### src/rtl/wavp_pkg.sv
// Shared types and constants for the WAV PCM stream parser.
package wavp_pkg;

	typedef enum logic [2:0] {
		PH_HEADER,
		PH_CHUNK,
		PH_FMT,
		PH_SKIP,
		PH_DIV,
		PH_DATA
	} phase_t;

	typedef enum logic [2:0] {
		ST_OK        = 3'd0,
		ST_BAD_HDR   = 3'd1,
		ST_SHORT_FMT = 3'd2,
		ST_UNSUPP    = 3'd3,
		ST_EMPTY     = 3'd4,
		ST_TRUNC     = 3'd5
	} status_t;

	localparam logic OP_BYTE = 1'b0;
	localparam logic OP_EOF  = 1'b1;
	localparam logic KIND_SAMPLE = 1'b0;
	localparam logic KIND_STATUS = 1'b1;

	localparam logic [31:0] TAG_FMT  = 32'h666D7420;
	localparam logic [31:0] TAG_DATA = 32'h64617461;
	localparam logic [31:0] TAG_RIFF = 32'h52494646;
	localparam logic [31:0] TAG_WAVE = 32'h57415645;
	localparam logic [7:0]  PCM_OFFSET = 8'd128;
	localparam int          DIV_STEPS = 32;

	// divider request / reply
	typedef struct packed {
		logic        start;
		logic [31:0] dividend;
		logic [16:0] divisor;
	} div_req_t;

	typedef struct packed {
		logic        done;
		logic [31:0] quotient;
	} div_rsp_t;

	// output result
	typedef struct packed {
		logic        kind;
		logic [15:0] sample;
		logic [15:0] channel_index;
		logic [15:0] channel_count;
		logic [31:0] sample_rate;
		logic [2:0]  status;
		logic        last;
	} result_t;

endpackage

### src/rtl/wavp_divider.sv
// Radix-2 restoring divider, one quotient bit per cycle.
module wavp_divider (
	input  logic                clk,
	input  logic                arst_n,
	input  wavp_pkg::div_req_t  req,
	output wavp_pkg::div_rsp_t  rsp
);
	logic [31:0] quo_q;
	logic [16:0] rem_q;
	logic [16:0] dvs_q;
	logic [5:0]  cnt_q;
	logic        busy_q;
	logic        done_q;
	logic [17:0] trial;

	assign trial = {rem_q, quo_q[31]} - {1'b0, dvs_q};

	always_ff @(posedge clk or negedge arst_n) begin
		if (!arst_n) begin
			busy_q <= 1'b0;
			done_q <= 1'b0;
			cnt_q  <= '0;
		end else begin
			done_q <= 1'b0;
			if (req.start) begin
				busy_q <= 1'b1;
				cnt_q  <= 6'(wavp_pkg::DIV_STEPS);
			end else if (busy_q) begin
				cnt_q <= cnt_q - 6'd1;
				if (cnt_q == 6'd1) begin
					busy_q <= 1'b0;
					done_q <= 1'b1;
				end
			end
		end
	end

	always_ff @(posedge clk) begin
		if (req.start) begin
			quo_q <= req.dividend;
			rem_q <= '0;
			dvs_q <= req.divisor;
		end else if (busy_q) begin
			if (!trial[17]) begin
				rem_q <= trial[16:0];
				quo_q <= {quo_q[30:0], 1'b1};
			end else begin
				rem_q <= {rem_q[15:0], quo_q[31]};
				quo_q <= {quo_q[30:0], 1'b0};
			end
		end
	end

	assign rsp.done     = done_q;
	assign rsp.quotient = quo_q;
endmodule

### src/rtl/wav_pcm_stream_parser.sv
// Top level of the WAV PCM stream parser: byte sequencer, divider and output register.
// One file byte per transaction. A byte that makes no result does not hold off the next; a byte that
// makes a result does, since s_tready stays low while a result waits in the
// output register (the final sample waits until both of its results have been taken).
// At the end of a data chunk header the frame count is found by a bit-serial divider in
// 32 steps, and s_tready stays low while it runs.
// End of file (tuser=1) emits a final status if none was sent yet and clears the parser.
// Samples stream out as they arrive, so a nonzero status tells the consumer to discard
// the clip.
module wav_pcm_stream_parser (
	input  logic        clk,
	input  logic        arst_n,
	input  logic        s_tvalid,
	output logic        s_tready,
	input  logic [7:0]  s_tdata,   // [7:0] file_byte
	input  logic        s_tuser,   // [0] opcode
	output logic        m_tvalid,
	input  logic        m_tready,
	output logic [87:0] m_tdata,   // sample, channel_index, channel_count, sample_rate, status
	output logic        m_tuser,   // [0] kind
	output logic        m_tlast    // last
);
	wavp_pkg::phase_t   phase_q, phase_d;
	logic [3:0]  pos_q;
	logic [31:0] tag_q, len_q;
	logic [32:0] skip_q;
	logic [15:0] fmt_q, chans_q, bits_q, chan_cnt_q;
	logic [31:0] rate_q, remain_q;
	logic        fvalid_q, finished_q;
	logic [7:0]  low_q;
	// output: up to two pending results
	wavp_pkg::result_t  out0_q, out1_q;
	logic               v0_q, v1_q;
	wavp_pkg::div_req_t dreq;
	wavp_pkg::div_rsp_t drsp;
	logic        acc, pop;
	logic [31:0] tag_n, len_n;
	logic        is16;

	wavp_divider u_div (.clk(clk), .arst_n(arst_n), .req(dreq), .rsp(drsp));

	assign s_tready = !v0_q && phase_q != wavp_pkg::PH_DIV;
	assign acc = s_tvalid && s_tready;
	assign pop = m_tvalid && m_tready;
	assign is16 = bits_q == 16'd16;
	assign tag_n = {tag_q[23:0], s_tdata};
	assign len_n = len_q | (32'(s_tdata) << {pos_q[1:0], 3'b000});

	// divider request for the frame count
	always_comb begin
		dreq.start    = 1'b0;
		dreq.dividend = len_n;
		dreq.divisor  = is16 ? {chans_q, 1'b0} : {1'b0, chans_q};
		if (acc && s_tuser == wavp_pkg::OP_BYTE && !finished_q &&
			phase_q == wavp_pkg::PH_CHUNK && pos_q == 4'd7 && tag_q == wavp_pkg::TAG_DATA &&
			fvalid_q && fmt_q == 16'd1 && chans_q != 16'd0 &&
			(bits_q == 16'd8 || is16))
			dreq.start = 1'b1;
	end

	always_comb begin
		phase_d = phase_q;
		unique case (phase_q)
			wavp_pkg::PH_DIV: if (drsp.done) phase_d = wavp_pkg::PH_DATA;
			default: phase_d = phase_q;
		endcase
	end

	function automatic wavp_pkg::result_t mk(logic k, logic [15:0] s, logic [15:0] c,
		logic [15:0] n, logic [31:0] r, logic [2:0] st, logic l);
		wavp_pkg::result_t x;
		x.kind = k; x.sample = s; x.channel_index = c; x.channel_count = n;
		x.sample_rate = r; x.status = st; x.last = l;
		return x;
	endfunction

	always_ff @(posedge clk or negedge arst_n) begin
		if (!arst_n) begin
			phase_q <= wavp_pkg::PH_HEADER; pos_q <= '0; tag_q <= '0; len_q <= '0;
			skip_q <= '0; fmt_q <= '0; chans_q <= '0; rate_q <= '0; bits_q <= '0;
			fvalid_q <= 1'b0; remain_q <= '0; low_q <= '0; chan_cnt_q <= '0;
			finished_q <= 1'b0; v0_q <= 1'b0; v1_q <= 1'b0;
		end else begin
			phase_q <= phase_d;
			if (pop) begin
				v0_q <= v1_q; out0_q <= out1_q; v1_q <= 1'b0;
			end
			if (phase_q == wavp_pkg::PH_DIV && drsp.done)
				remain_q <= drsp.quotient * 32'(chans_q);
			if (phase_q == wavp_pkg::PH_DIV && drsp.done && drsp.quotient == 32'd0) begin
				v0_q <= 1'b1; finished_q <= 1'b1;
				out0_q <= mk(wavp_pkg::KIND_STATUS, '0, '0, chans_q, rate_q,
					wavp_pkg::ST_EMPTY, 1'b1);
			end
			if (acc) begin
				if (s_tuser == wavp_pkg::OP_EOF) begin
					if (!finished_q) begin
						v0_q <= 1'b1;
						out0_q <= mk(wavp_pkg::KIND_STATUS, '0, '0, chans_q, rate_q,
							phase_q == wavp_pkg::PH_HEADER ? wavp_pkg::ST_BAD_HDR :
							phase_q == wavp_pkg::PH_FMT ? wavp_pkg::ST_SHORT_FMT :
							wavp_pkg::ST_TRUNC, 1'b1);
					end
					phase_q <= wavp_pkg::PH_HEADER; pos_q <= '0; tag_q <= '0; len_q <= '0;
					skip_q <= '0; fmt_q <= '0; chans_q <= '0; rate_q <= '0; bits_q <= '0;
					fvalid_q <= 1'b0; remain_q <= '0; low_q <= '0; chan_cnt_q <= '0;
					finished_q <= 1'b0;
				end else if (!finished_q) begin
					case (phase_q)
						wavp_pkg::PH_HEADER: begin
							if ((pos_q < 4'd4 && s_tdata != wavp_pkg::TAG_RIFF[8*(3-pos_q[1:0]) +: 8])
								|| (pos_q >= 4'd8 &&
								s_tdata != wavp_pkg::TAG_WAVE[8*(3-pos_q[1:0]) +: 8])) begin
								v0_q <= 1'b1; finished_q <= 1'b1;
								out0_q <= mk(wavp_pkg::KIND_STATUS, '0, '0, chans_q, rate_q,
									wavp_pkg::ST_BAD_HDR, 1'b1);
							end else if (pos_q == 4'd11) begin
								phase_q <= wavp_pkg::PH_CHUNK; pos_q <= '0;
							end else pos_q <= pos_q + 4'd1;
						end
						wavp_pkg::PH_CHUNK: begin
							if (pos_q == 4'd0) begin
								tag_q <= {24'd0, s_tdata}; len_q <= '0;
							end else if (pos_q < 4'd4) tag_q <= tag_n;
							else len_q <= len_n;
							pos_q <= pos_q + 4'd1;
							if (pos_q == 4'd7) begin
								pos_q <= '0;
								if (tag_q == wavp_pkg::TAG_FMT) begin
									if (len_n < 32'd16) begin
										v0_q <= 1'b1; finished_q <= 1'b1;
										out0_q <= mk(wavp_pkg::KIND_STATUS, '0, '0, chans_q,
											rate_q, wavp_pkg::ST_SHORT_FMT, 1'b1);
									end else phase_q <= wavp_pkg::PH_FMT;
								end else if (tag_q == wavp_pkg::TAG_DATA) begin
									if (dreq.start) begin
										phase_q <= wavp_pkg::PH_DIV; chan_cnt_q <= '0;
									end else begin
										v0_q <= 1'b1; finished_q <= 1'b1;
										out0_q <= mk(wavp_pkg::KIND_STATUS, '0, '0, chans_q,
											rate_q, wavp_pkg::ST_UNSUPP, 1'b1);
									end
								end else begin
									skip_q <= 33'(len_n) + 33'(len_n[0]);
									phase_q <= (len_n == 32'd0) ? wavp_pkg::PH_CHUNK
										: wavp_pkg::PH_SKIP;
								end
							end
						end
						wavp_pkg::PH_FMT: begin
							case (pos_q)
								4'd0: fmt_q[7:0] <= s_tdata;
								4'd1: fmt_q[15:8] <= s_tdata;
								4'd2: chans_q[7:0] <= s_tdata;
								4'd3: chans_q[15:8] <= s_tdata;
								4'd4: rate_q[7:0] <= s_tdata;
								4'd5: rate_q[15:8] <= s_tdata;
								4'd6: rate_q[23:16] <= s_tdata;
								4'd7: rate_q[31:24] <= s_tdata;
								4'd14: bits_q[7:0] <= s_tdata;
								4'd15: bits_q[15:8] <= s_tdata;
								default: ;
							endcase
							pos_q <= pos_q + 4'd1;
							if (pos_q == 4'd15) begin
								fvalid_q <= 1'b1; pos_q <= '0;
								skip_q <= 33'(len_q - 32'd16);
								phase_q <= (len_q == 32'd16) ? wavp_pkg::PH_CHUNK
									: wavp_pkg::PH_SKIP;
							end
						end
						wavp_pkg::PH_SKIP: begin
							skip_q <= skip_q - 33'd1;
							if (skip_q == 33'd1) begin
								phase_q <= wavp_pkg::PH_CHUNK; pos_q <= '0;
							end
						end
						wavp_pkg::PH_DATA: begin
							if (is16 && pos_q == 4'd0) begin
								low_q <= s_tdata; pos_q <= 4'd1;
							end else begin
								pos_q <= '0;
								v0_q <= 1'b1;
								out0_q <= mk(wavp_pkg::KIND_SAMPLE,
									is16 ? {s_tdata, low_q} : {s_tdata ^ wavp_pkg::PCM_OFFSET, 8'd0},
									chan_cnt_q, chans_q, rate_q, wavp_pkg::ST_OK, 1'b0);
								chan_cnt_q <= (chan_cnt_q + 16'd1 >= chans_q) ? 16'd0
									: chan_cnt_q + 16'd1;
								remain_q <= remain_q - 32'd1;
								if (remain_q == 32'd1) begin
									v1_q <= 1'b1; finished_q <= 1'b1;
									out1_q <= mk(wavp_pkg::KIND_STATUS, '0, '0, chans_q,
										rate_q, wavp_pkg::ST_OK, 1'b1);
								end
							end
						end
						default: ;
					endcase
				end
			end
		end
	end

	assign m_tvalid = v0_q;
	assign m_tuser  = out0_q.kind;
	assign m_tlast  = out0_q.last;
	assign m_tdata  = {5'd0, out0_q.status, out0_q.sample_rate, out0_q.channel_count,
		out0_q.channel_index, out0_q.sample};

`ifndef ASSERT_OFF
	a_no_accept_busy: assert property (@(posedge clk) disable iff (!arst_n)
		phase_q == wavp_pkg::PH_DIV |-> !s_tready) else $error("accept during divide");
	a_second_needs_first: assert property (@(posedge clk) disable iff (!arst_n)
		v1_q |-> v0_q) else $error("second result without first");
	a_status_last: assert property (@(posedge clk) disable iff (!arst_n)
		m_tvalid |-> (m_tuser == m_tlast)) else $error("last not on status");
`endif
endmodule

### config.mk
export PLATFORM = sky130hd
export DESIGN_NAME = wav_pcm_stream_parser
export DESIGN_NICKNAME = d
export VERILOG_FILES = /design/src/rtl/wavp_pkg.sv /design/src/rtl/wavp_divider.sv /design/src/rtl/wav_pcm_stream_parser.sv
export SDC_FILE = /design/constraint.sdc
export NUM_CORES = 2
export LEC_CHECK = 0
export BUFFER_PORTS_ARGS = -buffer_cell sky130_fd_sc_hd__buf_4
export CORE_MARGIN = 2
export CORE_UTILIZATION = 55
export CTS_CLUSTER_DIAMETER = 50
export DETAILED_ROUTE_END_ITERATION = 10
export PLACE_DENSITY = 0.79
export SETUP_SLACK_MARGIN = 0.2
export SLEW_MARGIN = 20
export SYNTH_ARGS = -nofsm -noshare
export SYNTH_HDL_FRONTEND = slang
export SYNTH_SLANG_ARGS = --single-unit
export TNS_END_PERCENT = 1
### constraint.sdc
create_clock -name clk -period 10 [get_ports clk]
set_input_delay 1.5 -clock clk [delete_from_list [all_inputs] [get_ports clk]]
set_output_delay 1.5 -clock clk [all_outputs]
set_load 0.05 [all_outputs]
==> results.yml <==
clocking:
  cts.sinks: 451
  cts.path.max_buffers: 3
  cts.clk_slew.worst_paths_ns: 0.06
  cts_made_buffers: 51
  cts_resized: 0
  clk_latency_ns: 0.62
  cts_tree: "built"
  clockRootBuffer: "clkbuf_16"
  hold_buffers: 0
  cts_max_level: 2
  cts_setup_buffers: 0
grt:
  track_usage_pct: 30.61
  grt_pass1_vias: 29750
  grt_pass1_wl_mm: 164.4
  grt_start_max_net_pins: 188
  grt_overflow: 0
  antenna_found_initial: 2
pwr:
  power.leakage_nw: 17.24
  power_density_nw_per_um2: 215.1
  power_frac_seq_pct: 33.0
  vdd.ir_drop.worst_mv: 0.2275
  p_comb_share_pct: 43.6
  swShare_pct: 45.06
  p_clk_share_pct: 23.4
  power_switching_mw: 3.847
  intPower_mw: 4.691
logic_synthesis:
  ys_warn_count: 0
  yosysTopAreaCellShare_pct: 17.23
  yosysTopAreaCell: "dfrtp_1"
  syn_avg_cell_area_um2: 8.973
  ys_types: 98
  synth-seq-cells: 451
  yosysSeqAreaShare_pct: 33.09
  syn-cell-area_um2: 36600
  synth_most_common_cell: "nand2_1"
  synthFlopType: "dfrtp_1"
  synth_area_leaders: "dfrtp_1 17%, fa_1 17%, edfxtp_1 15%"
  syn_inst: 4079
  synth_edf_count: 182
  async_reset_ff_share_pct: 55.88
  ys_top_cells_by_count: "609 x nand2_1, 422 x inv_1, 305 x fa_1"
worst_setup_path:
  end_kind: "register"
  cp.required_ns: 10.47
  crit_path_start_kind: "register"
  cp_max_fo: 22
  crit_type: "reg2reg"
  crit_arrival_ns: 7.86
floorplan:
  die_y_um: 262.0
  start_util_pct: 55.57
  core_um2: 65860
  die_w_um: 262.0
  io-pin-count: 105
  rows: 94
  die_area_um2: 68630
timing:
  finalCriticalPeriod_ns: 7.394
  finalHoldViolCount: 0
  slew_headroom_pct: 16.03
  worst_slew_pin_slew_ns: 1.250
  post-route-period-util_pct: 73.94
  fin_ws_ns: 2.606
  skew_ns: 0.04723
  drv_slew: 0
  timing.fmax_mhz: 135.2
  finalSetupViolations: 0
  tns_ns: 0
  grt_setup_unrepaired: "false"
detailed_routing:
  post-route-drc-count: 0
  antenna_left: 0
  initialDrtViolationCount: 3514
  vias: 30510
  wl_per_cell_um: 21.12
  detail_route.first_pass.iterations: 8
  viasPerCell: 6.193
  wl_mm: 104.0
place:
  pre_cts_ws_ns: 2.687
  gp_congestion: 0.9434
  dp_hpwl_mm: 70.86
  io_buffers: 99
final_layout:
  drive_gt1_share_pct: 7.238
  fillers: 5524
  area_growth_pct: 8.454
  nNetsFinal: 4451
  antenna_cells: 0
job:
  drv_cap: 0
run_status:
  status: "finished clean"
hold_path:
  hold_class: "reg2reg"
-- state kept, by name, summed over array words and instances, names as in the netlist, 17 cells and up --
signal       count
remain_q        32
u_div.quo_q     32
u_div.rem_q     17
u_div.dvs_q     17
out1_q          48
len_q           32
rate_q          32
skip_q          33
tag_q           32
m_tdata         83
-- layout by cell type, fill, tap and decap left out, types with 29 or more instances in the layout --
master     netlist  routed
a211oi_1        29      29
a21oi_1        213     213
a22o_1          38      38
and2_1         159     159
buf_4            8     154
clkbuf_16        0      53
dfrtp_1        252     251
edfxtp_1       182     182
fa_1           305     305
ha_1           113     113
inv_1          422     422
mux2i_1         75      75
nand2_1        609     608
nand3_1        106     105
nor2_1         229     225
nor3_1          85      84
nor4_1          46      46
o21ai_0        281     281
o31ai_1         52      52
xnor2_1        107     107
xor2_1          64      64
-- kinds of logic (layout without fill, tap and decap cells) --
| family | count (synthesis) | count (layout) | share of synthesized area [%] |
|---|---|---|---|
| adder cells (fa/ha/maj) | 418 | 418 | 20.54 |
| XOR/XNOR | 171 | 171 | 4.092 |
| flip-flops | 451 | 451 | 33.09 |
| AND/OR/NAND/NOR | 1418 | 1418 | 18.34 |
| other | 1 | 5 | 0.01025 |
| AO/OA/AOI/OAI | 845 | 845 | 14.45 |
| multiplexers | 79 | 79 | 2.174 |
| buffers and inverters | 696 | 675 | 7.295 |
-- worst max-delay path: stages (launching register included) --
cell	delay [ns]
dfrtp_1	0.86
buf_4	0.46
nand2_1	0.15
fa_1	0.58
inv_1	0.07
fa_1	0.54
inv_1	0.05
fa_1	0.50
inv_1	0.05
fa_1	0.48
fa_1	0.49
inv_1	0.05
fa_1	0.51
inv_1	0.05
ha_1	0.34
and4_1	0.24
a21oi_1	0.13
o21ai_0	0.13
o41ai_1	0.86
o211ai_1	0.15
a221o_1	0.33
xnor2_1	0.16
a21oi_1	0.08
-- final timing paths --
kind,from,to,slack [ns],cells after the start
max,chans_q[1],remain_q[31],2.61,22
min reg2reg,rate_q[3],out1_q[7],0.47,0
max reg2reg,chans_q[1],remain_q[31],2.61,22
min,rate_q[3],out1_q[7],0.47,0
min in group asynchronous,arst_n,chan_cnt_q[13],0.82,1
max in group asynchronous,arst_n,phase_q[0],7.39,3
-- power groups by stage --
stage          Sequential, mW  Clock (mW)  Combinational [mW]
2_1_floorplan            3.04           0                2.24
3_3_place_gp             2.82           0                3.55
3_5_place_dp             2.83           0                3.62
4_1_cts                  2.80        2.00                3.64
5_1_grt                  2.86        2.08                4.02
6_report                 2.81        2.00                3.72
-- area by class of cell --
| cell class | instances | area, µm² | share of cell area (%) |
|---|---|---|---|
| Multi-Input combinational cell | 2936 | 21910 | 55.20 |
| Sequential cell | 451 | 12110 | 30.51 |
| Clock buffer | 62 | 1400 | 3.527 |
| Tap cell | 864 | 1081 | 2.723 |
| Clock inverter | 33 | 382.9 | 0.9645 |
| Inverter | 423 | 1588 | 4.000 |
| Timing Repair Buffer | 157 | 1219 | 3.070 |
-- per-stage QoR --
step | cells | hold WS [ns] | power [mW] | instance area (µm²) | utilization, %
after global placement | 4830 | 0.4540 | 6.368 | 37880 | 57.52
final | 4926 | 0.4712 | 8.539 | 39700 | 60.27
after floorplan | 4083 | 0.4231 | 5.281 | 36620 | -
after detailed placement | 4830 | 0.4560 | 6.446 | 37890 | 57.52
after CTS | 4925 | 0.4718 | 8.442 | 39670 | 60.23
after global routing | 4926 | 0.4901 | 8.967 | 39700 | 60.27
-- metal layers --
layer / global-route usage [%] / vias to the layer above / wire [µm]
met1: 41.06 / 14890 / 40390
met2: 48.15 / 1678 / 47780
met4: 10.37 / 2 / 3922
li1: - / 13640 / -
met5: 0 / - / 13
met3: 8.468 / 297 / 11930
No activity file was read; power rests on OpenSTA's default activity.
